$ cat config.mk
export PLATFORM = sky130hd
export DESIGN_NAME = ppma_fifo
export DESIGN_NICKNAME = d
export VERILOG_FILES = /design/src/hw/rtl/ppma_pkg.sv /design/src/hw/rtl/ppma_fifo.sv
export SDC_FILE = /design/constraint.sdc
export NUM_CORES = 1
export LEC_CHECK = 0
export BUFFER_PORTS_ARGS = -buffer_cell sky130_fd_sc_hd__buf_4
export CAP_MARGIN = 5
export CORE_ASPECT_RATIO = 0.7
export CORE_MARGIN = 3
export CORE_UTILIZATION = 42
export CTS_CLUSTER_DIAMETER = 50
export DETAILED_ROUTE_END_ITERATION = 10
export PLACE_DENSITY_LB_ADDON = 0.15
export SLEW_MARGIN = 20
export SYNTH_ARGS = -nofsm -noshare
export SYNTH_HDL_FRONTEND = slang
export SYNTH_SLANG_ARGS = --single-unit
$ cat constraint.sdc
create_clock -name clk_i -period 5.1 [get_ports clk_i]
set_input_delay 1.02 -clock clk_i [delete_from_list [all_inputs] [get_ports clk_i]]
set_output_delay 1.02 -clock clk_i [all_outputs]
set_load 0.02 [all_outputs]
$ cat src/hw/rtl/ppma_pkg.sv
package ppma_pkg;

  localparam int MAX_PIXELS_X = 128;
  localparam int MAX_PIXELS_Y = 128;
  localparam int MAX_WINDOW   = 16;
  localparam int SAMPLE_BITS  = 16;

  localparam int PIXEL_W = 16;
  localparam int PED_W   = 24;
  localparam int WIN_W   = 5;
  localparam int CNT_W   = 8;
  localparam int FRAC_W  = 8;

  localparam int X_W    = (MAX_PIXELS_X > 1) ? $clog2(MAX_PIXELS_X) : 1;
  localparam int Y_W    = (MAX_PIXELS_Y > 1) ? $clog2(MAX_PIXELS_Y) : 1;
  localparam int SLOT_W = (MAX_WINDOW > 1) ? $clog2(MAX_WINDOW) : 1;
  localparam int PIXELS = MAX_PIXELS_X * MAX_PIXELS_Y;
  localparam int CELLS  = MAX_WINDOW * PIXELS;
  localparam int PIX_W  = (PIXELS > 1) ? $clog2(PIXELS) : 1;
  localparam int CELL_W = (CELLS > 1) ? $clog2(CELLS) : 1;
  localparam int SUM_W  = SAMPLE_BITS + $clog2(MAX_WINDOW);
  localparam int QUO_W  = SUM_W + FRAC_W;

  localparam int RST_WINDOW  = 1;
  localparam int RST_COUNT_X = (MAX_PIXELS_X < 128) ? MAX_PIXELS_X : 128;
  localparam int RST_COUNT_Y = (MAX_PIXELS_Y < 128) ? MAX_PIXELS_Y : 128;

  localparam int DATA_W    = 32;
  localparam int ADDR_W    = 4;
  localparam int REG_IDX_W = ADDR_W - 2;

  localparam logic [REG_IDX_W-1:0] REG_WINDOW  = REG_IDX_W'(0);
  localparam logic [REG_IDX_W-1:0] REG_COUNT_X = REG_IDX_W'(1);
  localparam logic [REG_IDX_W-1:0] REG_COUNT_Y = REG_IDX_W'(2);

  localparam int FIFO_DEPTH = 4;
  localparam int FIFO_PTR_W = $clog2(FIFO_DEPTH);
  localparam int FIFO_CNT_W = $clog2(FIFO_DEPTH + 1);

  typedef struct packed {
    logic [SAMPLE_BITS-1:0] sample;
    logic [PIX_W-1:0]       sum_addr;
    logic [CELL_W-1:0]      ring_addr;
    logic                   first_frame;
    logic                   ped_valid;
    logic                   last;
  } ppma_job_t;

  typedef struct packed {
    logic ped_valid;
    logic last;
  } ppma_tag_t;

endpackage

$ cat src/hw/rtl/ppma_fifo.sv
module ppma_fifo (
  input  logic                clk_i,
  input  logic                rst_ni,
  input  logic                push_i,
  input  ppma_pkg::ppma_job_t push_data_i,
  output logic                full_o,
  input  logic                pop_i,
  output ppma_pkg::ppma_job_t pop_data_o,
  output logic                empty_o
);
  import ppma_pkg::*;

  ppma_job_t             mem_q [FIFO_DEPTH];
  logic [FIFO_PTR_W-1:0] wr_ptr_q, wr_ptr_d;
  logic [FIFO_PTR_W-1:0] rd_ptr_q, rd_ptr_d;
  logic [FIFO_CNT_W-1:0] count_q, count_d;

  assign full_o     = count_q == FIFO_CNT_W'(FIFO_DEPTH);
  assign empty_o    = count_q == '0;
  assign pop_data_o = mem_q[rd_ptr_q];

  always_comb begin
    wr_ptr_d = wr_ptr_q;
    rd_ptr_d = rd_ptr_q;
    if (push_i) begin
      wr_ptr_d = (32'(wr_ptr_q) == FIFO_DEPTH - 1) ? '0 : wr_ptr_q + FIFO_PTR_W'(1);
    end
    if (pop_i) begin
      rd_ptr_d = (32'(rd_ptr_q) == FIFO_DEPTH - 1) ? '0 : rd_ptr_q + FIFO_PTR_W'(1);
    end
    case ({push_i, pop_i})
      2'b10:   count_d = count_q + FIFO_CNT_W'(1);
      2'b01:   count_d = count_q - FIFO_CNT_W'(1);
      default: count_d = count_q;
    endcase
  end

  always_ff @(posedge clk_i or negedge rst_ni) begin
    if (!rst_ni) begin
      wr_ptr_q <= '0;
      rd_ptr_q <= '0;
      count_q  <= '0;
    end else begin
      wr_ptr_q <= wr_ptr_d;
      rd_ptr_q <= rd_ptr_d;
      count_q  <= count_d;
    end
  end

  always_ff @(posedge clk_i) begin
    if (push_i) begin
      mem_q[wr_ptr_q] <= push_data_i;
    end
  end

endmodule

# Word level (Yosys, flattened, before mapping)
# Memory sizes are Yosys's and may differ from the RTL's.
# Index checks and enable logic that the tools add are counted.
dict set report word_totals {
  reg_bits 7
  input_bits 55
  ram_bits 204
  n_memories 1
  output_inout_bits 53
  word_cells 20
}
dict set report classes {
  add_sub_neg 4
  reduce_logical 2
  mux 5
  n_eq_ne 5
}
# memory words word_bits read_ports rd_clocked_by_memory_dff wr line_no
set mem_list {}
lappend mem_list {mem_q 4 51 1 0 1 ppma_fifo.sv:13} ;# ppma_job_t mem_q [FIFO_DEPTH];
# operator count
set ops {}
lappend ops {{$eq A2 B2 Y1 const B} 3}
lappend ops {{$pmux W3 S2} 1}
lappend ops {{$add A2 B1 Y2 const B} 2}
lappend ops {{$mux W2} 2}
lappend ops {{$add A3 B1 Y3 const B} 1}
lappend ops {{$eq A3 B3 Y1 const B} 1}
lappend ops {{$logic_not A3 Y1} 1}
lappend ops {{$sub A3 B1 Y3 const B} 1}
lappend ops {{$eq A2 B1 Y1 const B} 1}
lappend ops {{$mux W1} 2}
lappend ops {{$reduce_bool A2 Y1} 1}

# Depth between registers and ports, before layout
# Gate-level depths: netlist of run 1.
dict set report logic_depth {
  ltp_word 2
  depth_mapped 7
  depth_no_buf 7
}

# Worst setup path after synthesis of run 1
# OpenSTA, ideal clock, no wires.
dict set report synth_path {
  kind {input to register}
  start {input port push_i}
  end {memory mem_q[0][0] in the netlist's numbering (enable)}
  slack_ns 2.449
  setup_ns 0.414
  stages 1
  n_path_buf 0
  t_required_ns 4.686
  t_arrival_ns 2.237
  cell_sequence {and2_1}
}
dict set report synth_via {
  elab_chain_cells 2
}
# item line_no
set synth_rtl {}
lappend synth_rtl {{from (decl)} ppma_fifo.sv:4} ;# input logic push_i,
lappend synth_rtl {{$mux W1} ppma_fifo.sv:51} ;# if (push_i) begin
lappend synth_rtl {{$mux W1 (not written as such)} ppma_fifo.sv:52} ;# mem_q[wr_ptr_q] <= push_data_i;
lappend synth_rtl {{to (decl)} ppma_fifo.sv:13}
# Every way passes these cells.

==> results.sh, run 1 <==
export IMPL_yosysSeqAreaShare_pct=80.4
export IMPL_start_kind="register"
export IMPL_p_sw_share_pct=30.2
export IMPL_path_clk_slew_ps=60
export IMPL_firstDrtPassIters=4
export IMPL_antenna_found_initial=1
export IMPL_ir_drop_mv=0.276
export IMPL_timing_fmax_ghz=0.286
export IMPL_grt_max_degree=55
export IMPL_tightest_slew_ps=946
export IMPL_comb_power_share_pct=30.9
export IMPL_drt_iter0_markers=233
export IMPL_p_int_mw=3.85
export IMPL_slew_headroom_pct=36.9
export IMPL_crit_fanout=35
export IMPL_synth_nets=367
export IMPL_grt_pass1_vias=3792
export IMPL_rr_worst_depth=4
export IMPL_switching_power_mw=1.67
export IMPL_antenna_cells=0
export IMPL_worst_path_buf_inv=2
export IMPL_vias=3467
export IMPL_die_y_um=120
export IMPL_critPathKind="register to output port"
export IMPL_pwr_share_clk_pct=25.5
export IMPL_leakage_nw=3.29
export IMPL_drv_slew=0
export IMPL_dpl_cell_count=641
export IMPL_ys_flop_type="edfxtp_1"
export IMPL_rsz0062_at_grt="false"
export IMPL_cts_made_buffers=21
export IMPL_pin_count=108
export IMPL_wl_um=14000
export IMPL_post_dp_hpwl_um=8240
export IMPL_fin_skew_ps=8.40
export IMPL_cts_buffer_depth=3
export IMPL_reg2reg_slack_ps=2870
export IMPL_io_buffers=107
export IMPL_area_delta_synth_final_pct=21.1
export IMPL_fp_row_count=41
export IMPL_critPathSlowestCell="dfrtp_2"
export IMPL_layout_commonest_cell="edfxtp_1"
export IMPL_drt_wirelength_per_cell_um=20.7
export IMPL_routed_via_density=5.11
export IMPL_tns_ps=0
export IMPL_cp_arrival_ps=2470
export IMPL_status="complete, no violations"
export IMPL_nNetsFinal=491
export IMPL_crit_chain="buf_4 > mux4_2 > buf_4"
export IMPL_synth_distinct_cells=22
export IMPL_setup_viol=0
export IMPL_syn_area_per_cell_um2=25.7
export IMPL_worstPathRequired_ps=4080
export IMPL_slowest_delay_ps=950
export IMPL_min_path_type="input port to async pin"
export IMPL_critPathTopFamily="flip-flops"
export IMPL_postPlaceCellArea_um2=8850
export IMPL_path_common_cell="buf_4"
export IMPL_post_route_cell_area_um2=9490
export IMPL_die_x_um=169
export IMPL_r2r_start="wr_ptr_q[0]$_DFFE_PN0P_"
export IMPL_detail_route_antenna_nets=0
export IMPL_cellPowerDensity_nw_per_um2=582
export IMPL_clk_latency_ps=480
export IMPL_overflow=0
export IMPL_synth_edf_count=204
export IMPL_fp_coreArea_um2=18200
export IMPL_cts_hold_buf=0
export IMPL_grt_pass1_wl_um=21400
export IMPL_final_hold_violation_count=0
export IMPL_power_frac_seq_pct=43.6
export IMPL_ys_ff_latch=211
export IMPL_initial_utilization_pct=43.2
export IMPL_post_cts_resized=0
export IMPL_grt_usage_pct=14.0
export IMPL_cts_tree="done"
export IMPL_gp_congestion=0.638
export IMPL_period_share_pct=68.5
export IMPL_worstSetupEndpointType="output port"
export IMPL_period_needed_ps=3490
export IMPL_r2r_end="mem_q[2][12]$_DFFE_PP_"
export IMPL_drv_cap=0
export IMPL_drive_gt1_share_pct=44.6
export IMPL_final_cell_mix="edfxtp_1, buf_4, mux4_2, clkbuf_16"
export IMPL_drc=0
export IMPL_post_cts_buffers=0
export IMPL_holdWs_ps=342
export IMPL_root_buffer="clkbuf_16"
export IMPL_final_cells=678
export IMPL_cts_sinks=211
export IMPL_synthCells=305
export IMPL_die_area_um2=20400
export IMPL_syn_area_um2=7840
export IMPL_htree_levels=1
export IMPL_synthArstFlopShare_pct=3.32
export IMPL_synth_warnings=0
-- how the worst max path moves through the flow --
stage	endpoint	depth (start not counted)	startpoint	slack [ps]
after floorplan	mem_q[0][0]$_DFFE_PP_	1	push_i	2450
after detailed placement	pop_data_o[50]	2	rd_ptr_q[0]$_DFFE_PN0P_	2020
after global routing	pop_data_o[33]	3	rd_ptr_q[1]$_DFFE_PN0P_	1480
final	pop_data_o[42]	3	rd_ptr_q[1]$_DFFE_PN0P_	1610
after CTS	pop_data_o[50]	2	rd_ptr_q[0]$_DFFE_PN0P_	1490
after global placement	pop_data_o[50]	2	rd_ptr_q[0]$_DFFE_PN0P_	2020
-- registers in the layout (all words and copies together) (netlist names) --
name,cells
mem_q,204
count_q,3
rd_ptr_q,2
wr_ptr_q,2
-- synthesized netlist by cell type, types with 2 or more instances --
master / instances / area share [%]
nor2_1: 2 / 0.096
mux2_2: 2 / 0.29
xor2_1: 2 / 0.22
mux4_2: 48 / 14
o21ai_0: 2 / 0.13
buf_2: 5 / 0.32
inv_1: 6 / 0.29
buf_12: 5 / 1.3
and2_1: 4 / 0.32
mux4_1: 3 / 1.0
edfxtp_1: 204 / 78
dfrtp_1: 7 / 2.2
ha_1: 6 / 0.96
-- routing by layer --
layer,up-vias,global-route usage (%),part of all wire (%)
met5,-,0,0.12
met4,2,3.42,2.1
met3,25,4.58,7.6
met2,111,22.9,48
met1,1785,18.3,42
li1,1544,-,-
-- area by class of cell --
class | instances | area, um^2
clock buffer | 23 | 533
clock inverter | 13 | 86.3
fill | 1436 | 8670
inverter | 6 | 22.5
multi-input combinational | 76 | 1380
sequential | 211 | 6310
tap | 236 | 295
timing repair buffer | 113 | 868
-- worst reg2reg max path: cells and delay by family, from the launching register on --
family,cells,cell delay [ps]
DFF,1,420
buffers and inverters,2,570
and+or+nand+nor,1,770
adders and majority gates,1,150
-- per-stage QoR --
| stage | util, % | power [mW] | worst slack (ps) |
|---|---|---|---|
| 2_1_floorplan | - | 3.57 | 2450 |
| 3_3_place_gp | 48.7 | 4.16 | 2020 |
| 3_5_place_dp | 48.7 | 4.17 | 2020 |
| 4_1_cts | 52.1 | 5.60 | 1490 |
| 5_1_grt | 52.3 | 5.81 | 1480 |
| 6_report | 52.3 | 5.52 | 1610 |
-- power groups by stage --
stage	logic (mW)	registers, mW	clock network (mW)
floorplan	1.25	2.32	0
global placement	1.64	2.52	0
detailed placement	1.64	2.53	0
CTS	1.65	2.49	1.45
global route	1.83	2.46	1.52
finish	1.71	2.41	1.41
-- kinds of logic after synthesis --
kind of cell	share of synthesized area, %
flip-flops	80.4
adder cells (fa/ha/maj)	1.21
AO/OA/AOI/OAI	0.128
buffers and inverters	2.07
AND/OR/NAND/NOR	0.686
multiplexers	15.2
XOR/XNOR	0.335
Power figures use the tool's default switching activity.
==> inputs of run 2 (changes only) <==
Clock period 5.1 ns to 3.3 ns, I/O delays scaled along.
==> run 2 against run 1 <==
Effect of this change: sequential share of layout area decreased by 0.90 points; clock skew decreased by 2.8 ps; flip-flop and latch count unchanged; final area increased by 1.4%; largest cell class unchanged.
==> results.sh, run 2 (synthesized netlist as in run 1, its figures left out) <==
export IMPL_postPlaceCellArea_um2=8920
export IMPL_crit_chain="buf_4 > mux4_2 > buf_4"
export IMPL_post_route_util_pct=53.0
export IMPL_cts_tree="done"
export IMPL_drt_wirelength_per_cell_um=21.7
export IMPL_gp_congestion=0.720
export IMPL_fin_skew_ps=5.60
export IMPL_slowest_delay_ps=690
export IMPL_firstDrtPassIters=4
export IMPL_rr_worst_depth=4
export IMPL_slew_headroom_pct=56.2
export IMPL_nNetsFinal=497
export IMPL_worstSetupEndpointType="output port"
export IMPL_final_cell_mix="edfxtp_1, buf_4, mux4_2, clkbuf_16, clkbuf_1"
export IMPL_rsz0062_at_grt="false"
export IMPL_drv_cap=0
export IMPL_drive_gt1_share_pct=45.1
export IMPL_fp_coreArea_um2=18200
export IMPL_layout_setup_ws_ps=449
export IMPL_critPathKind="register to output port"
export IMPL_die_area_um2=20400
export IMPL_overflow=0
export IMPL_pin_count=108
export IMPL_start_kind="register"
export IMPL_r2r_start="wr_ptr_q[0]$_DFFE_PN0P_"
export IMPL_holdWs_ps=380
export IMPL_crit_fanout=20
export IMPL_period_needed_ps=2850
export IMPL_post_cts_resized=0
export IMPL_status="complete, no violations"
export IMPL_tns_ps=0
export IMPL_die_y_um=120
export IMPL_ir_drop_mv=0.476
export IMPL_detail_route_antenna_nets=0
export IMPL_grt_max_degree=40
export IMPL_worstPathRequired_ps=2640
export IMPL_vias=3539
export IMPL_die_x_um=169
export IMPL_drt_iter0_markers=297
export IMPL_io_buffers=107
export IMPL_crit_path_start="rd_ptr_q[0]$_DFFE_PN0P_"
export IMPL_preCtsSetupSlack_ps=618
export IMPL_grt_pass1_wl_um=22700
export IMPL_fp_row_count=41
export IMPL_cts_made_buffers=21
export IMPL_top_regs="mem_q (204), count_q (3)"
export IMPL_leakage_nw=3.33
export IMPL_largest_register="mem_q"
export IMPL_min_path_type="input port to register"
export IMPL_cellPowerDensity_nw_per_um2=911
export IMPL_critPathSlowestCell="dfrtp_4"
export IMPL_timing_fmax_ghz=0.351
export IMPL_cts_sinks=211
export IMPL_cts_buffer_depth=3
export IMPL_power_mw=8.77
export IMPL_clk_latency_ps=480
export IMPL_drv_slew=0
export IMPL_dpl_cell_count=646
export IMPL_final_hold_violation_count=0
export IMPL_drc=0
export IMPL_largest_register_ffs=204
export IMPL_routed_via_density=5.17
export IMPL_reg2reg_slack_ps=1500
export IMPL_cp_arrival_ps=2190
export IMPL_post_dp_hpwl_um=8990
export IMPL_r2r_end="mem_q[2][47]$_DFFE_PP_"
export IMPL_endpoint="pop_data_o[31]"
export IMPL_area_delta_synth_final_pct=22.7
export IMPL_antenna_cells=0
export IMPL_wl_um=14900
export IMPL_tightest_slew_ps=657
export IMPL_layout_commonest_cell="edfxtp_1"
export IMPL_period_share_pct=86.4
export IMPL_grt_usage_pct=14.7
export IMPL_setup_viol=0
export IMPL_final_cells=684
export IMPL_grt_pass1_vias=3820
export IMPL_antenna_found_initial=0
export IMPL_post_route_cell_area_um2=9620
export IMPL_initial_utilization_pct=43.2
export IMPL_root_buffer="clkbuf_16"
export IMPL_path_common_cell="buf_4"
export IMPL_path_clk_slew_ps=60
export IMPL_htree_levels=1
-- run 2: metal layers --
layer | GRT usage, % | wire [um] | vias up
met5 | 0 | 0 | -
met4 | 3.06 | 240 | 0
met3 | 4.74 | 1120 | 18
met2 | 22.2 | 6750 | 103
met1 | 21.3 | 6760 | 1865
li1 | - | - | 1553
-- run 2: worst max-delay path: cells and delay by family (launching register included) --
family | cells | cell delay, ps
DFF | 1 | 690
buffers and inverters | 2 | 460
muxes | 1 | 540
-- run 2: final cells by class --
type,instances,area [um^2]
clock buffer,32,597
tap,236,295
fill,1411,8540
inverter,6,22.5
clock inverter,4,75.1
timing repair buffer,119,946
sequential,211,6310
multi-input combinational,76,1380
-- run 2: where the power goes --
group / switching (mW) / leakage [nW] / internal, mW
registers: 0.244 / 1.95 / 3.44
clock network: 0.901 / 0.318 / 1.40
logic: 1.46 / 1.06 / 1.33
-- run 2: how the worst min path moves through the flow --
stage                          startpoint                endpoint  slack, ps  cells after the start
after detailed placement           rst_ni  count_q[2]$_DFFE_PN0P_        480                      1
after global placement             rst_ni  count_q[2]$_DFFE_PN0P_        480                      1
after floorplan                    rst_ni  count_q[0]$_DFFE_PN0P_        360                      0
after global routing      push_data_i[40]  mem_q[1][40]$_DFFE_PP_        360                      1
final                     push_data_i[35]  mem_q[2][35]$_DFFE_PP_        380                      1
after CTS                 push_data_i[35]  mem_q[0][35]$_DFFE_PP_        350                      1
-- run 2: repair_timing --
action                     in CTS  in global routing
setup endpoints to repair       0                  1
setup buffers                   0                  1
hold endpoints to repair        7                  0
hold buffers                    1                  0
==> inputs of run 3 (changes only) <==
--- a/config.mk
+++ b/config.mk
@@ -8,3 +8,2 @@
 export BUFFER_PORTS_ARGS = -buffer_cell sky130_fd_sc_hd__buf_4
-export CAP_MARGIN = 5
 export CORE_ASPECT_RATIO = 0.7
==> constraint.sdc (replaced) <==
create_clock -name clk_i -period 3.3 [get_ports clk_i]
set_input_delay 0.33 -clock clk_i [delete_from_list [all_inputs] [get_ports clk_i]]
set_output_delay 0.33 -clock clk_i [all_outputs]
set_load 0.02 [all_outputs]
==> run 3 against run 2 <==
Effect of this change: first-iteration DRC count is 28% lower; sequential power about the same; clock skew increased by 10 ps; critical path type unchanged; core utilization down 0.52 points; final cell count is 0.58% lower; wire length decreased by 6.0%; via count is 2.5% lower.
==> results.sh, run 3 (synthesized netlist as in run 1, its figures left out) <==
export IMPL_crit_chain="buf_4 > mux4_2 > buf_4"
export IMPL_reg2reg_slack_ps=1380
export IMPL_tightest_slew_ps=761
export IMPL_gp_congestion=0.665
export IMPL_root_buffer="clkbuf_16"
export IMPL_setup_viol=0
export IMPL_holdWs_ps=35.2
export IMPL_drc=0
export IMPL_die_area_um2=20400
export IMPL_initial_utilization_pct=43.2
export IMPL_drt_iter0_markers=214
export IMPL_r2r_start="wr_ptr_q[0]$_DFFE_PN0P_"
export IMPL_drt_wirelength_per_cell_um=20.6
export IMPL_layout_commonest_cell="edfxtp_1"
export IMPL_switching_power_mw=2.55
export IMPL_worstPathRequired_ps=2970
export IMPL_layout_setup_ws_ps=687
export IMPL_crit_fanout=23
export IMPL_grt_pass1_vias=3828
export IMPL_comb_power_share_pct=32.2
export IMPL_fp_row_count=41
export IMPL_final_cell_mix="edfxtp_1, buf_4, mux4_2, clkbuf_16, clkbuf_1"
export IMPL_path_clk_slew_ps=60
export IMPL_clk_latency_ps=490
export IMPL_slowest_delay_ps=690
export IMPL_path_common_cell="buf_4"
export IMPL_fp_coreArea_um2=18200
export IMPL_slew_headroom_pct=49.2
export IMPL_pwr_share_clk_pct=24.4
export IMPL_area_delta_synth_final_pct=21.5
export IMPL_tns_ps=0
export IMPL_grt_pass1_wl_um=21900
export IMPL_pin_count=108
export IMPL_ir_drop_mv=0.396
export IMPL_preCtsSetupSlack_ps=1130
export IMPL_final_hold_violation_count=0
export IMPL_r2r_end="mem_q[2][34]$_DFFE_PP_"
export IMPL_antenna_cells=0
export IMPL_rr_worst_depth=4
export IMPL_grt_usage_pct=14.2
export IMPL_worstSetupEndpointType="output port"
export IMPL_die_y_um=120
export IMPL_htree_levels=1
export IMPL_grt_max_degree=31
export IMPL_cellPowerDensity_nw_per_um2=889
export IMPL_period_needed_ps=2610
export IMPL_status="complete, no violations"
export IMPL_io_buffers=107
export IMPL_routed_via_density=5.07
export IMPL_die_x_um=169
export IMPL_start_kind="register"
export IMPL_cts_tree="done"
export IMPL_overflow=0
export IMPL_p_int_mw=5.92
export IMPL_leakage_nw=3.29
export IMPL_timing_fmax_ghz=0.383
export IMPL_post_dp_hpwl_um=8560
export IMPL_worstHoldStart="push_data_i[48]"
export IMPL_cts_sinks=211
export IMPL_detail_route_antenna_nets=0
export IMPL_cts_made_buffers=21
export IMPL_firstDrtPassIters=4
export IMPL_critPathKind="register to output port"
export IMPL_num_fill_cells=1447
export IMPL_power_frac_seq_pct=43.4
export IMPL_drv_cap=0
export IMPL_critPathSlowestCell="dfrtp_4"
export IMPL_drv_slew=0
export IMPL_wl_um=14000
export IMPL_drive_gt1_share_pct=43.7
export IMPL_largest_register_ffs=204
export IMPL_rsz0062_at_grt="false"
export IMPL_min_path_type="input port to register"
export IMPL_vias=3449
export IMPL_period_share_pct=79.2
export IMPL_antenna_found_initial=0
export IMPL_hold_depth=1
export IMPL_holdPathEnd="mem_q[2][48]$_DFFE_PP_"
export IMPL_cts_buffer_depth=3
export IMPL_nNetsFinal=494
export IMPL_p_sw_share_pct=30.1
export IMPL_fin_skew_ps=15.8
export IMPL_cp_arrival_ps=2280
export IMPL_top_regs="mem_q (204), count_q (3)"
export IMPL_largest_register="mem_q"
[run 3: critical path, delay by kind of cell (launching register included)]
family   cells  cell delay, ps
mux          1             560
flops        1             690
buf+inv      2             530
[run 3: how the worst max path moves through the flow]
stage                                  startpoint                    end  slack (ps)  cells past startpoint
after global placement    rd_ptr_q[0]$_DFFE_PN0P_         pop_data_o[10]        1140                      3
after detailed placement  rd_ptr_q[0]$_DFFE_PN0P_         pop_data_o[13]        1130                      3
after global routing      rd_ptr_q[0]$_DFFE_PN0P_         pop_data_o[10]         530                      3
after CTS                 rd_ptr_q[0]$_DFFE_PN0P_         pop_data_o[10]         600                      3
final                     rd_ptr_q[0]$_DFFE_PN0P_         pop_data_o[13]         690                      3
after floorplan           wr_ptr_q[0]$_DFFE_PN0P_  mem_q[0][0]$_DFFE_PP_        1050                      3
[run 3: metrics by stage]
stage	instance area (um^2)	utilization (%)	total power, mW	instances
2_1_floorplan	7840	-	5.52	305
3_3_place_gp	8930	49.2	6.50	644
3_5_place_dp	8930	49.2	6.54	644
4_1_cts	9530	52.5	8.64	680
5_1_grt	9530	52.5	8.92	680
6_report	9530	52.5	8.47	680
[run 3: area by class of cell]
class	count	area, um^2	share of cell area (%)
Multi-Input combinational cell	76	1380	14.5
Timing Repair Buffer	116	936	9.82
Inverter	6	22.5	0.236
Sequential cell	211	6310	66.2
Clock inverter	5	28.8	0.302
Clock buffer	30	559	5.87
Tap cell	236	295	3.10
[run 3: per-layer routing]
| layer | GRT usage, % | share of wire [%] | up-vias |
|---|---|---|---|
| met3 | 4.31 | 7.1 | 18 |
| met4 | 3.42 | 1.7 | 0 |
| met2 | 22.9 | 47 | 108 |
| met1 | 19.1 | 44 | 1780 |
| met5 | 0 | 0 | - |
| li1 | - | - | 1543 |
[run 3: power groups by stage]
stage / registers (mW) / logic (mW) / clock network (mW)
after floorplan: 3.58 / 1.94 / 0
after global placement: 3.73 / 2.77 / 0
after detailed placement: 3.75 / 2.79 / 0
after CTS: 3.70 / 2.80 / 2.14
after global routing: 3.74 / 2.93 / 2.26
final: 3.68 / 2.73 / 2.07
[run 3: what timing repair did]
action / CTS / global route
gates resized for setup: 0 / 0
setup endpoints to repair: 0 / 0
hold buffers: 1 / 0
hold endpoints to repair: 7 / 0
buffers inserted: 0 / 0
