--- src/hw/rtl/ppma_pkg.sv ---
package ppma_pkg;

  localparam int MAX_PIXELS_X = 128;
  localparam int MAX_PIXELS_Y = 128;
  localparam int MAX_WINDOW   = 16;
  localparam int SAMPLE_BITS  = 16;

  localparam int PIXEL_W = 16;
  localparam int PED_W   = 24;
  localparam int WIN_W   = 5;
  localparam int CNT_W   = 8;
  localparam int FRAC_W  = 8;

  localparam int X_W    = (MAX_PIXELS_X > 1) ? $clog2(MAX_PIXELS_X) : 1;
  localparam int Y_W    = (MAX_PIXELS_Y > 1) ? $clog2(MAX_PIXELS_Y) : 1;
  localparam int SLOT_W = (MAX_WINDOW > 1) ? $clog2(MAX_WINDOW) : 1;
  localparam int PIXELS = MAX_PIXELS_X * MAX_PIXELS_Y;
  localparam int CELLS  = MAX_WINDOW * PIXELS;
  localparam int PIX_W  = (PIXELS > 1) ? $clog2(PIXELS) : 1;
  localparam int CELL_W = (CELLS > 1) ? $clog2(CELLS) : 1;
  localparam int SUM_W  = SAMPLE_BITS + $clog2(MAX_WINDOW);
  localparam int QUO_W  = SUM_W + FRAC_W;

  localparam int RST_WINDOW  = 1;
  localparam int RST_COUNT_X = (MAX_PIXELS_X < 128) ? MAX_PIXELS_X : 128;
  localparam int RST_COUNT_Y = (MAX_PIXELS_Y < 128) ? MAX_PIXELS_Y : 128;

  localparam int DATA_W    = 32;
  localparam int ADDR_W    = 4;
  localparam int REG_IDX_W = ADDR_W - 2;

  localparam logic [REG_IDX_W-1:0] REG_WINDOW  = REG_IDX_W'(0);
  localparam logic [REG_IDX_W-1:0] REG_COUNT_X = REG_IDX_W'(1);
  localparam logic [REG_IDX_W-1:0] REG_COUNT_Y = REG_IDX_W'(2);

  localparam int FIFO_DEPTH = 4;
  localparam int FIFO_PTR_W = $clog2(FIFO_DEPTH);
  localparam int FIFO_CNT_W = $clog2(FIFO_DEPTH + 1);

  typedef struct packed {
    logic [SAMPLE_BITS-1:0] sample;
    logic [PIX_W-1:0]       sum_addr;
    logic [CELL_W-1:0]      ring_addr;
    logic                   first_frame;
    logic                   ped_valid;
    logic                   last;
  } ppma_job_t;

  typedef struct packed {
    logic ped_valid;
    logic last;
  } ppma_tag_t;

endpackage

--- src/hw/rtl/ppma_front.sv ---
module ppma_front (
  input  logic                           clk_i,
  input  logic                           rst_ni,
  input  logic                           psel,
  input  logic                           penable,
  input  logic                           pwrite,
  input  logic [ppma_pkg::ADDR_W-1:0]    paddr,
  input  logic [ppma_pkg::DATA_W-1:0]    pwdata,
  output logic [ppma_pkg::DATA_W-1:0]    prdata,
  input  logic                           pix_valid_i,
  input  logic [ppma_pkg::PIXEL_W-1:0]   pixel_value_i,
  output logic                           pix_ready_o,
  input  logic                           fifo_full_i,
  output logic                           push_o,
  output ppma_pkg::ppma_job_t            job_o,
  output logic [ppma_pkg::WIN_W-1:0]     window_o
);
  import ppma_pkg::*;

  logic [WIN_W-1:0]     window_q, window_d;
  logic [CNT_W-1:0]     count_x_q, count_x_d;
  logic [CNT_W-1:0]     count_y_q, count_y_d;
  logic [WIN_W-1:0]     frames_seen_q, frames_seen_d;
  logic [SLOT_W-1:0]    ring_slot_q, ring_slot_d;
  logic [X_W-1:0]       scan_x_q, scan_x_d;
  logic [Y_W-1:0]       scan_y_q, scan_y_d;

  logic                 cfg_we;
  logic [REG_IDX_W-1:0] reg_idx;
  logic [WIN_W-1:0]     wr_win;
  logic [CNT_W-1:0]     wr_cnt;
  logic [WIN_W-1:0]     win_clamped;
  logic [CNT_W-1:0]     cx_clamped;
  logic [CNT_W-1:0]     cy_clamped;
  logic                 restart;
  logic                 accept;
  logic                 last_x;
  logic                 last_y;
  logic [31:0]          x_next;
  logic [31:0]          y_next;
  logic [31:0]          slot_next;
  logic [31:0]          pix_lin;
  logic [31:0]          cell_lin;

  assign cfg_we  = psel & penable & pwrite;
  assign reg_idx = paddr[ADDR_W-1:2];
  assign wr_win  = pwdata[WIN_W-1:0];
  assign wr_cnt  = pwdata[CNT_W-1:0];

  // Out-of-range writes are pulled into the legal range: zero reads as one.
  always_comb begin
    if (wr_win == '0) begin
      win_clamped = WIN_W'(1);
    end else if (32'(wr_win) > 32'(MAX_WINDOW)) begin
      win_clamped = WIN_W'(MAX_WINDOW);
    end else begin
      win_clamped = wr_win;
    end
    if (wr_cnt == '0) begin
      cx_clamped = CNT_W'(1);
    end else if (32'(wr_cnt) > 32'(MAX_PIXELS_X)) begin
      cx_clamped = CNT_W'(MAX_PIXELS_X);
    end else begin
      cx_clamped = wr_cnt;
    end
    if (wr_cnt == '0) begin
      cy_clamped = CNT_W'(1);
    end else if (32'(wr_cnt) > 32'(MAX_PIXELS_Y)) begin
      cy_clamped = CNT_W'(MAX_PIXELS_Y);
    end else begin
      cy_clamped = wr_cnt;
    end
  end

  always_comb begin
    case (reg_idx)
      REG_WINDOW:  prdata = DATA_W'(window_q);
      REG_COUNT_X: prdata = DATA_W'(count_x_q);
      REG_COUNT_Y: prdata = DATA_W'(count_y_q);
      default:     prdata = '0;
    endcase
  end

  assign accept      = pix_valid_i & ~fifo_full_i;
  assign pix_ready_o = ~fifo_full_i;
  assign push_o      = accept;
  assign window_o    = window_q;

  always_comb begin
    x_next    = 32'(scan_x_q) + 32'd1;
    y_next    = 32'(scan_y_q) + 32'd1;
    slot_next = 32'(ring_slot_q) + 32'd1;
    last_x    = x_next >= 32'(count_x_q);
    last_y    = y_next >= 32'(count_y_q);
    pix_lin   = 32'(scan_x_q) * 32'(MAX_PIXELS_Y) + 32'(scan_y_q);
    cell_lin  = 32'(ring_slot_q) * 32'(PIXELS) + pix_lin;

    job_o.sample      = SAMPLE_BITS'(pixel_value_i);
    job_o.sum_addr    = PIX_W'(pix_lin);
    job_o.ring_addr   = CELL_W'(cell_lin);
    job_o.first_frame = frames_seen_q == '0;
    job_o.ped_valid   = frames_seen_q >= window_q;
    job_o.last        = last_x & last_y;
  end

  always_comb begin
    window_d      = window_q;
    count_x_d     = count_x_q;
    count_y_d     = count_y_q;
    frames_seen_d = frames_seen_q;
    ring_slot_d   = ring_slot_q;
    scan_x_d      = scan_x_q;
    scan_y_d      = scan_y_q;
    restart       = 1'b0;
    if (cfg_we) begin
      case (reg_idx)
        REG_WINDOW: begin
          window_d = win_clamped;
          restart  = 1'b1;
        end
        REG_COUNT_X: begin
          count_x_d = cx_clamped;
          restart   = 1'b1;
        end
        REG_COUNT_Y: begin
          count_y_d = cy_clamped;
          restart   = 1'b1;
        end
        default: begin
          restart = 1'b0;
        end
      endcase
    end
    if (restart) begin
      frames_seen_d = '0;
      ring_slot_d   = '0;
      scan_x_d      = '0;
      scan_y_d      = '0;
    end else if (accept) begin
      if (last_y) begin
        scan_y_d = '0;
        if (last_x) begin
          scan_x_d = '0;
          if (frames_seen_q < window_q) begin
            frames_seen_d = frames_seen_q + WIN_W'(1);
          end
          ring_slot_d = (slot_next >= 32'(window_q)) ? '0 : SLOT_W'(slot_next);
        end else begin
          scan_x_d = X_W'(x_next);
        end
      end else begin
        scan_y_d = Y_W'(y_next);
      end
    end
  end

  always_ff @(posedge clk_i or negedge rst_ni) begin
    if (!rst_ni) begin
      window_q      <= WIN_W'(RST_WINDOW);
      count_x_q     <= CNT_W'(RST_COUNT_X);
      count_y_q     <= CNT_W'(RST_COUNT_Y);
      frames_seen_q <= '0;
      ring_slot_q   <= '0;
      scan_x_q      <= '0;
      scan_y_q      <= '0;
    end else begin
      window_q      <= window_d;
      count_x_q     <= count_x_d;
      count_y_q     <= count_y_d;
      frames_seen_q <= frames_seen_d;
      ring_slot_q   <= ring_slot_d;
      scan_x_q      <= scan_x_d;
      scan_y_q      <= scan_y_d;
    end
  end

endmodule

--- config.mk ---
export PLATFORM = sky130hd
export DESIGN_NAME = ppma_front
export DESIGN_NICKNAME = d
export VERILOG_FILES = /design/src/hw/rtl/ppma_pkg.sv /design/src/hw/rtl/ppma_front.sv
export SDC_FILE = /design/constraint.sdc
export NUM_CORES = 1
export LEC_CHECK = 0
export ABC_AREA = 1
export BUFFER_PORTS_ARGS = -buffer_cell sky130_fd_sc_hd__buf_2
export CORE_MARGIN = 10
export CORE_UTILIZATION = 42
export CTS_CLUSTER_SIZE = 24
export DETAILED_ROUTE_END_ITERATION = 12
export GPL_TIMING_DRIVEN = 0
export MAX_ROUTING_LAYER = met4
export PLACE_DENSITY = 0.72
export RECOVER_POWER = 50
export SLEW_MARGIN = 5
export SYNTH_ARGS = -nofsm -noshare
export SYNTH_HDL_FRONTEND = slang
export SYNTH_SLANG_ARGS = --single-unit
--- constraint.sdc ---
create_clock -name clk_i -period 5.56 [get_ports clk_i]
set_input_delay 0.556 -clock clk_i [delete_from_list [all_inputs] [get_ports clk_i]]
set_output_delay 0.556 -clock clk_i [all_outputs]
set_load 0.02 [all_outputs]
[Word-level counts from Yosys, hierarchy flattened]
Index checks and enable logic that the tools add are counted.
Word-level totals
  register bits: 44
  input bits: 59
  output and inout port bits: 90
  logic and storage cells: 66
Operators by class
  add/sub/neg operators: 6
  $lt $le $gt $ge: 7
  equality and inequality tests: 2
  multiplexer cells: 24
  bitwise gates (word level): 5
  reduce and logical (&&, ||, !) cells: 15
Operators by type and width (number)
  $mux W7: 7
  $mux W5: 7
  $pmux W8 S3: 1
  $mux W4: 5
  $add A18 B15 Y18: 1
  $add A7 B1 Y8 const B: 2
  $ge A8 B8 Y1: 2
  $mux W8: 2
  $add A14 B7 Y15: 1
  $ge A5 B5 Y1: 2
  $logic_not A5 Y1: 2
  $gt A8 B8 Y1 const B: 1
  $logic_not A8 Y1: 1
  $reduce_and A2 Y1: 4
  $reduce_bool A2 Y1: 4
  $add A4 B1 Y5 const B: 1
  $add A5 B1 Y5 const B: 1
  $gt A5 B5 Y1 const B: 1
  $lt A5 B5 Y1: 1
  $and A1 B1 Y1: 4
  $reduce_and A4 Y1: 1
  $reduce_and A3 Y1: 1
  $reduce_or A3 Y1: 1
  $eq A2 B1 Y1 const B: 1
  4 further kinds: 5

[Longest topological paths before layout]
Gate-level depths: netlist (run 1).
  depth in word-level cells: 7
  mapped depth: 15
  depth with buffers taken out: 15

[Worst setup path before layout (run 1)]
OpenSTA, ideal clock, no wires.
  path type: reg-to-output
  from: register scan_x_q[0]
  to: output job_o[0] (netlist name)
  arrival: 2.036 ns
  setup slack: 2.968 ns
  stages on the path, launching flop included: 11
  path buffers: 0
  cell sequence: dfrtp_1 ha_1 nand3_1 nand3b_1 xor2_1 ha_1 nand2_1 o21a_1 nand2_1 nand2_1 inv_1
RTL lines
  start: declaration: line ppma_front.sv:25  | logic [X_W-1:0] scan_x_q, scan_x_d;
  start signal: assignment: line ppma_front.sv:172  | scan_x_q <= scan_x_d;
  end: declaration: line ppma_front.sv:15  | output ppma_pkg::ppma_job_t job_o,

==> results of run 1 <==
[registers in the layout, summed over array words and instances (netlist names)]
signal	cells
count_x_q	8
count_y_q	8
scan_x_q	7
scan_y_q	7
frames_seen_q	5
window_o	5
ring_slot_q	4
[routing by layer]
metal | share of wire, % | track usage (%) | vias up | routed length (um)
met4 | 1.4 | 3.68 | 0 | 121
met2 | 46 | 23.6 | 106 | 4130
met1 | 46 | 17.9 | 1417 | 4130
met3 | 6.2 | 3.30 | 8 | 552
li1 | - | - | 1577 | -
met5 | 0 | - | - | 0
[cells in the final DEF (no fill, tap or decap), types with 2 or more instances in the layout]
cell	netlist	routed
o21ai_0	27	27
xor2_1	12	12
inv_1	68	70
o221ai_1	4	4
a21oi_1	8	8
o22ai_1	9	9
o21ai_1	3	3
nand3_4	3	3
dfstp_2	3	3
clkbuf_8	0	6
nand2_4	2	2
nor2_2	5	2
nor2_1	28	33
buf_2	0	58
ha_1	31	31
nand3b_1	2	2
a21o_1	2	2
clkinv_2	0	2
nand3_1	29	29
dfrtp_1	41	41
nand4_1	5	5
nand2_1	83	83
o21ai_2	3	3
conb_1	1	24
buf_4	57	55
clkbuf_1	0	26
[cells by family (layout without fill, tap and decap cells)]
| family | after synthesis | count (layout) | share of synthesized area (%) |
|---|---|---|---|
| xor+xnor | 13 | 13 | 3.27 |
| fa+ha+maj | 31 | 31 | 11.1 |
| compound gates | 61 | 61 | 10.6 |
| buf+inv | 129 | 219 | 20.3 |
| simple gates | 165 | 165 | 22.9 |
| other cells | 1 | 24 | 0.108 |
| flops | 44 | 44 | 31.7 |
[final timing paths]
check	end	slack [ns]	cells after the start
max in group asynchronous	count_x_q[2]	3.21	1
min in group asynchronous	frames_seen_q[2]	0.97	1
max	job_o[0]	2.44	11
min reg2reg	ring_slot_q[3]	0.52	2
max reg2reg	scan_x_q[3]	3.09	11
min	ring_slot_q[3]	0.52	2
[layout make-up]
class	instances	area (um^2)	share of cell area, %
well taps	105	131	3.17
inverters	71	269	6.49
repair buffers	82	380	9.18
multi-input cells	294	1740	41.9
clock inverters	2	10.0	0.241
flip-flops and latches	44	1100	26.7
clock buffers	6	82.6	1.99
plain buffers	58	432	10.4
[where the power goes]
part / switching [mW] / total [mW] / internal (mW) / leakage [nW]
Combinational: 0.347 / 0.556 / 0.209 / 1.74
Clock: 0.113 / 0.212 / 0.0994 / 0.0510
Sequential: 0.0565 / 0.436 / 0.379 / 0.567
Total: 0.517 / 1.20 / 0.688 / 2.36
[worst reg2reg max path: stages, from the launching register on]
cell and delay (ns):
dfrtp_1 0.48, ha_1 0.24, nand3_1 0.13, nand3b_1 0.20
xor2_1 0.22, ha_1 0.28, nand2_1 0.08, o21a_1 0.20
nand3_2 0.16, inv_1 0.19, nand2_1 0.07, o21ai_0 0.14
==> run_results.csv, run 1 <==
group,metric,value,unit
synth,synthArstFlopShare,100,%
setup_path,crit_family,"simple AND/OR/NAND/NOR gates",
power,vdd.ir_drop.worst,0.000133,V
power,leakagePower,2.36,nW
setup_path,crit_path_cell_trace,"ha_1 -> nand3_1 -> nand3b_1 -> xor2_1 -> ha_1 -> nand2_1 -> o21a_1 -> nand2_1 -> nand2_1 -> inv_1 -> buf_2",
synth,ys_seq_elements,44,
synth,synth-edff-count,0,
drt,drc,0,
outcome,violations,"capacitance limit, slew limit",
hold_path,hold_path.class,"register to register",
global_routing,grt_usage,14.6,%
setup_path,slowest_delay,0.48,ns
flow_run,cap_violations,1,
setup_path,cp_slowest_cell,"dfrtp_1",
final_layout,fillers,774,
drt,drt-wirelength-per-cell,13.5,um
floorplanning,rows,33,
clocking,cts_made_buffers,5,
synth,synth.area.top_cells,"dfrtp_1 (29%), buf_4 (12%), ha_1 (11%)",
synth,synth_cell_types,38,
synth,synth_area_per_cell,7.85,um^2
setup_path,crit_fanout,7,
setup_path,rr_startpoint,"scan_x_q[0]",
timing,fin_crit_sh,56.1,%
timing,relSlewSlack,-59.8,%
timing,layout_setup_ws,2.44,ns
floorplanning,core,0.00813,mm^2
floorplanning,die_h,111,um
timing,rsz0062_at_grt,"no",
timing,fin_crit,3.12,ns
global_routing,grt_pass1_vias,3151,
placed_design,placed_area,0.00411,mm^2
setup_path,path_buf_inv,2,
setup_path,cp.required,5.00,ns
final_layout,area_delta_synth_final,19.0,%
drt,routed_wl,8930,um
floorplanning,die-area,0.0123,mm^2
clocking,htree_levels,2,
final_layout,instances_no_fill,662,
power,fin_total_pwr,1.20,mW
outcome,status,"finished with violations",
drt,final_antenna_net_count,0,
timing,hold_viol_final,0,
global_routing,grt_max_degree,45,
synth,yosys_warnings,0,
final_layout,diodes,0,
hold_path,min-delay-start,"ring_slot_q[3]",
synth,synthCells,444,
placed_design,dp_slack,2.79,ns
final_layout,design_area,0.00415,mm^2
clocking,cts.sinks,44,
setup_path,endpoint_kind,"output port",
clocking,post_cts.repair.setup_buffers,0,
setup_path,criticalPathCategory,"register to output port",
global_routing,grt_pass1_wl,15100,um
timing,fmax,321,MHz
clocking,holdBufCountCts,0,
clocking,root_buffer,"clkbuf_8",
placed_design,dp.cells,654,
setup_path,startpoint,"scan_x_q[0]",
setup_path,cp-start-kind,"register",
timing,slew_violations,45,
timing,fin_skew,0.00871,ns
synth,synth_most_common_cell,"nand2_1",
clocking,cts_tree,"done",
synth,synth_seq_area_share,31.7,%
placed_design,gp_congestion,0.870,
timing,setup_tns,0,ns
clocking,clk_pin_slew,0.09,ns
synth,synthTopCellsByCount,"nand2_1 (83), inv_1 (68), buf_4 (57), dfrtp_1 (41), ha_1 (31)",
floorplanning,die_x,111,um
floorplanning,design.portCount,149,
global_routing,grt.overflow.total,0,
clocking,cts_resized,0,
drt,vias_per_cell,4.69,
timing,setup_viol,0,
timing,max_slew.worst_pin.slew,2.40,ns
global_routing,antenna_found_initial,0,
synth,yosysTopAreaCellShare,29.4,%
placed_design,port_buffers,82,
power,p_per_area,290,mW/mm^2
final_layout,drive_gt1_share,25.1,%
setup_path,critPathArrivalTime,2.56,ns
synth,syn-cell-area,0.00348,mm^2
floorplanning,start_util,42.8,%
synth,synth_ff_type,"dfrtp_1",
synth,yosys.area.top_type,"dfrtp_1",
placed_design,hpwl,7390,um
drt,initialDrtViolationCount,122,
clocking,clock_latency,0.30,ns
final_layout,post-route-util,51.0,%
timing,holdWs,0.519,ns
final_layout,fin_nets,646,
clocking,clockBufferDepth,2,
drt,via_count,3108,
setup_path,crit_top_cell,"nand2_1",
drt,first_pass_iters,4,
No activity file was read; power rests on OpenSTA's default activity.
==> run 2: changes to the inputs <==
- PLACE_DENSITY: 0.72 -> 0.75
- clock period: 5.56 -> 2.51 ns (I/O delays scaled with it)
==> run_results.csv, run 2 (synthesis gave the netlist of run 1 again) <==
group,metric,value,unit
outcome,status,"finished with violations",
outcome,violations,"setup timing",
final_layout,layout_common_cells,"nand2_1 (76), buf_4 (71), inv_1 (68)",
flow_run,cap_violations,0,
final_layout,instances_no_fill,679,
setup_path,crit_fanout,3,
final_layout,area_delta_synth_final,26.5,%
power,leakagePower,2.45,nW
final_layout,regArea,0.00111,mm^2
timing,slew_violations,0,
global_routing,antenna_found_initial,0,
floorplanning,design.portCount,149,
global_routing,grt_pass1_vias,3301,
drt,vias_per_cell,4.84,
final_layout,diodes,0,
timing,fin_crit_sh,101,%
placed_design,port_buffers,82,
global_routing,grt.overflow.total,0,
clocking,clockBufferDepth,2,
floorplanning,start_util,42.8,%
drt,drt-wirelength-per-cell,14.3,um
drt,first_pass_iters,4,
final_layout,final_common_cell,"nand2_1",
final_layout,multi_input_area,0.00185,mm^2
timing,layout_setup_ws,-0.0196,ns
timing,max_slew.worst_pin.slew,0.982,ns
setup_path,cp.required,2.26,ns
global_routing,grt_max_degree,45,
hold_path,hold_path.class,"primary input to async pin",
timing,fmax,395,MHz
drt,final_antenna_net_count,0,
final_layout,fillers,768,
drt,routed_wl,9680,um
floorplanning,die_x,111,um
placed_design,dp_slack,0.0197,ns
clocking,clk_pin_slew,0.09,ns
timing,setup_tns,-0.0196,ns
drt,drc,0,
clocking,clock_latency,0.30,ns
timing,setup_viol,1,
timing,fin_crit,2.53,ns
setup_path,endpoint_kind,"output port",
clocking,cts.sinks,44,
timing,rsz0062_at_grt,"yes",
placed_design,dp.cells,654,
final_layout,largest_registers,"count_x_q (8), count_y_q (8)",
setup_path,cp-start-kind,"register",
floorplanning,rows,33,
floorplanning,die-area,0.0123,mm^2
placed_design,hpwl,7580,um
clocking,cts_made_buffers,5,
floorplanning,core,0.00813,mm^2
final_layout,fin_nets,663,
timing,fin_skew,0.0104,ns
placed_design,gp_congestion,0.887,
power,p_per_area,646,mW/mm^2
global_routing,grt_usage,15.0,%
clocking,htree_levels,2,
clocking,root_buffer,"clkbuf_8",
global_routing,grt_pass1_wl,15400,um
setup_path,critPathArrivalTime,2.28,ns
timing,hold_viol_final,0,
clocking,cts_tree,"done",
setup_path,criticalPathCategory,"register to output port",
final_layout,drive_gt1_share,32.4,%
power,vdd.ir_drop.worst,0.000350,V
drt,via_count,3284,
timing,relSlewSlack,34.5,%
drt,initialDrtViolationCount,153,
floorplanning,die_h,111,um
## run 2: changes by cell type in the layout (fill, tap and decap cells not counted), moves of 3 or more
cell      change
buf_2         +3
buf_4        +16
clkbuf_1      -3
dfrtp_1       -4
dfrtp_2       +4
ha_1          -3
nand2_1       -7
nand2_2       +6
nand3_1       -4
nand3_2       +3
nor2_1        -3
## run 2: cell type report
type | count | area share, %
multi-input combinational | 294 | 41.9
sequential | 44 | 25.2
timing repair buffer | 99 | 11.9
buffer | 58 | 9.79
inverter | 71 | 6.16
tap | 105 | 2.98
clock buffer | 7 | 1.96
clock inverter | 1 | 0.170
## run 2: timing repair
| action | CTS | global route |
|---|---|---|
| hold endpoints to repair | 0 | 0 |
| resized for setup | 18 | 17 |
| hold buffers | 0 | 0 |
| setup buffers | 11 | 6 |
| pin swaps | 12 | 5 |
| setup endpoints to repair | 1 | 15 |
| gates cloned | 0 | 0 |
## run 2: critical path, cell delays in order, from the launching register on
cell,delay (ns)
dfrtp_2,0.42
ha_4,0.16
nand3_4,0.07
nand3b_1,0.21
xor2_2,0.18
ha_1,0.31
nand2_2,0.07
o21a_1,0.24
nand2_2,0.10
nand2_2,0.06
inv_2,0.05
buf_6,0.10
## run 2: report_power, final
group / internal, mW / switching (mW)
sequential: 0.845 / 0.119
clock: 0.224 / 0.247
combinational: 0.569 / 0.841
## run 2: routing by layer
layer,vias to the layer above,track usage [%],routed length [um],share of wire [%]
met1,1525,16.8,4010,41
met3,19,4.11,749,7.7
met5,-,-,0,0
met4,0,4.80,185,1.9
met2,136,25.4,4730,49
li1,1604,-,-,-
## run 2: worst paths after layout
kind / slack, ns / endpoint / cells past startpoint / from
setup / recovery: -0.02 / job_o[0] / 11 / scan_x_q[0]
hold / removal: 0.11 / frames_seen_q[0] / 1 / rst_ni
setup reg to reg: 0.11 / scan_x_q[0] / 11 / scan_x_q[0]
hold reg to reg: 0.51 / ring_slot_q[3] / 2 / ring_slot_q[3]
max in group asynchronous: 1.72 / scan_y_q[0] / 1 / rst_ni
min in group clk_i: 0.22 / count_y_q[5] / 3 / pwdata[5]
## run 2: per-stage QoR
| step | utilization [%] | cell area, um^2 | hold WS (ns) | power (mW) |
|---|---|---|---|---|
| floorplan | - | 3570 | -0.0446 | 1.85 |
| global placement | 50.6 | 4110 | 0.462 | 2.17 |
| detailed placement | 50.6 | 4110 | 0.472 | 2.22 |
| CTS | 53.7 | 4360 | 0.141 | 2.81 |
| global route | 54.2 | 4410 | 0.183 | 3.07 |
| finish | 54.2 | 4410 | 0.106 | 2.85 |
==> run 3: changes to the inputs <==
- SKIP_LAST_GASP: default -> 1
- clock period: 2.51 -> 2.1 ns (I/O delays scaled with it)
==> run_results.csv, run 3 (synthesis gave the netlist of run 1 again) <==
group,metric,value,unit
timing,rsz0062_at_grt,"yes",
setup_path,cp.required,1.89,ns
final_layout,largest_registers,"count_x_q (8), count_y_q (8)",
global_routing,grt_max_degree,45,
setup_path,criticalPathCategory,"register to output port",
setup_path,cp-start-kind,"register",
clocking,cts.sinks,44,
timing,fin_crit,2.48,ns
drt,first_pass_iters,5,
clocking,clk_pin_slew,0.09,ns
setup_path,startpoint,"scan_y_q[1]",
clocking,clockBufferDepth,2,
drt,via_count,3319,
timing,hold_viol_final,0,
timing,layout_setup_ws,-0.378,ns
timing,max_slew.worst_pin.slew,1.12,ns
setup_path,crit_top_cell,"nor2_4",
clocking,clock_latency,0.30,ns
final_layout,final_common_cell,"buf_4",
placed_design,port_buffers,82,
final_layout,drive_gt1_share,40.5,%
drt,drt-wirelength-per-cell,14.6,um
clocking,root_buffer,"clkbuf_8",
setup_path,crit_fanout,3,
outcome,status,"finished with violations",
flow_run,cap_violations,0,
floorplanning,die_x,111,um
clocking,cts_tree,"done",
setup_path,crit_end,"job_o[0]",
global_routing,grt_pass1_vias,3328,
timing,setup_viol,24,
placed_design,hpwl,7580,um
setup_path,reg2reg_depth,14,
global_routing,grt_pass1_wl,16000,um
setup_path,cp_slowest_cell,"dfrtp_2",
setup_path,rr_startpoint,"scan_y_q[1]",
setup_path,path_buf_inv,3,
floorplanning,die_h,111,um
power,p_per_area,763,mW/mm^2
setup_path,crit_family,"simple AND/OR/NAND/NOR gates",
clocking,htree_levels,2,
floorplanning,rows,33,
timing,fmax,404,MHz
power,leakagePower,2.59,nW
drt,routed_wl,10100,um
drt,drc,0,
timing,slew_violations,0,
placed_design,gp_congestion,0.877,
setup_path,crit_path_cell_trace,"nand3_4 -> nor2_4 -> nand3_2 -> nand2_1 -> inv_1 -> ha_1 -> a21oi_2 -> nor2_4 -> nor2_4 -> nand2_4 -> nand2_4 -> inv_2 -> buf_6",
global_routing,grt_usage,15.6,%
setup_path,rr_endpoint,"ring_slot_q[0]",
global_routing,antenna_found_initial,0,
power,vdd.ir_drop.worst,0.000523,V
drt,vias_per_cell,4.80,
clocking,cts_made_buffers,5,
final_layout,fillers,707,
timing,relSlewSlack,25.2,%
final_layout,fin_nets,676,
setup_path,reg2reg_slack,-0.30,ns
setup_path,endpoint_kind,"output port",
drt,final_antenna_net_count,0,
floorplanning,die-area,0.0123,mm^2
final_layout,area_delta_synth_final,35.9,%
floorplanning,design.portCount,149,
setup_path,crit_cells,13,
floorplanning,start_util,42.8,%
drt,initialDrtViolationCount,167,
final_layout,layout_common_cells,"buf_4 (82), nand2_1 (73), inv_1 (63)",
floorplanning,core,0.00813,mm^2
clocking,holdBufCountCts,0,
setup_path,critPathArrivalTime,2.27,ns
timing,fin_skew,0.0114,ns
hold_path,hold_path.class,"primary input to async pin",
final_layout,diodes,0,
setup_path,slowest_delay,0.44,ns
outcome,violations,"setup timing",
timing,setup_tns,-5.48,ns
timing,holdWs,0.0997,ns
global_routing,grt.overflow.total,0,
timing,fin_crit_sh,118,%
[run 3: timing repair]
action	4_1_cts	5_1_grt
setup endpoints to repair	24	25
setup buffers	23	7
cloned	1	0
pin swaps	27	23
resized for setup	45	36
[run 3: metrics by stage]
step                instances  instance area, um^2  total power, mW  utilization [%]  setup WS (ns)
CTS                       686                 4580             3.49             56.3         -0.294
global route              692                 4740             3.88             58.2         -0.471
floorplan                 467                 3610             2.25                -        -0.0463
detailed placement        654                 4150             2.71             51.1         -0.269
finish                    692                 4740             3.61             58.2         -0.378
global placement          654                 4150             2.65             51.1         -0.198
[run 3: routing by layer]
layer / up-vias / part of all wire (%) / global-route usage [%]
met1: 1545 / 41 / 17.4
met4: 0 / 2.4 / 4.63
li1: 1629 / - / -
met3: 16 / 6.4 / 3.46
met2: 129 / 51 / 27.2
met5: - / 0 / -
[run 3: power breakdown]
group	leakage, nW	switching [mW]	internal [mW]
registers	0.554	0.155	1.01
clock network	0.0516	0.320	0.270
logic	1.98	1.09	0.763
[run 3: cell type report]
class	instances	area, um^2	share of cell area, %
plain buffers	58	443	9.35
inverters	71	269	5.68
clock inverters	2	13.8	0.291
well taps	105	131	2.77
flip-flops and latches	44	1120	23.6
repair buffers	112	654	13.8
clock buffers	6	82.6	1.74
multi-input cells	294	2030	42.8
[run 3: worst min-delay path by stage]
| stage | endpoint | slack, ns | start |
|---|---|---|---|
| after floorplan | count_x_q[0] | -0.09 | rst_ni |
| after CTS | count_x_q[3] | 0.10 | rst_ni |
| after detailed placement | scan_y_q[5] | 0.43 | rst_ni |
| final | scan_y_q[1] | 0.1 | rst_ni |
| after global placement | scan_y_q[3] | 0.42 | rst_ni |
| after global routing | count_x_q[5] | 0.17 | pwdata[5] |
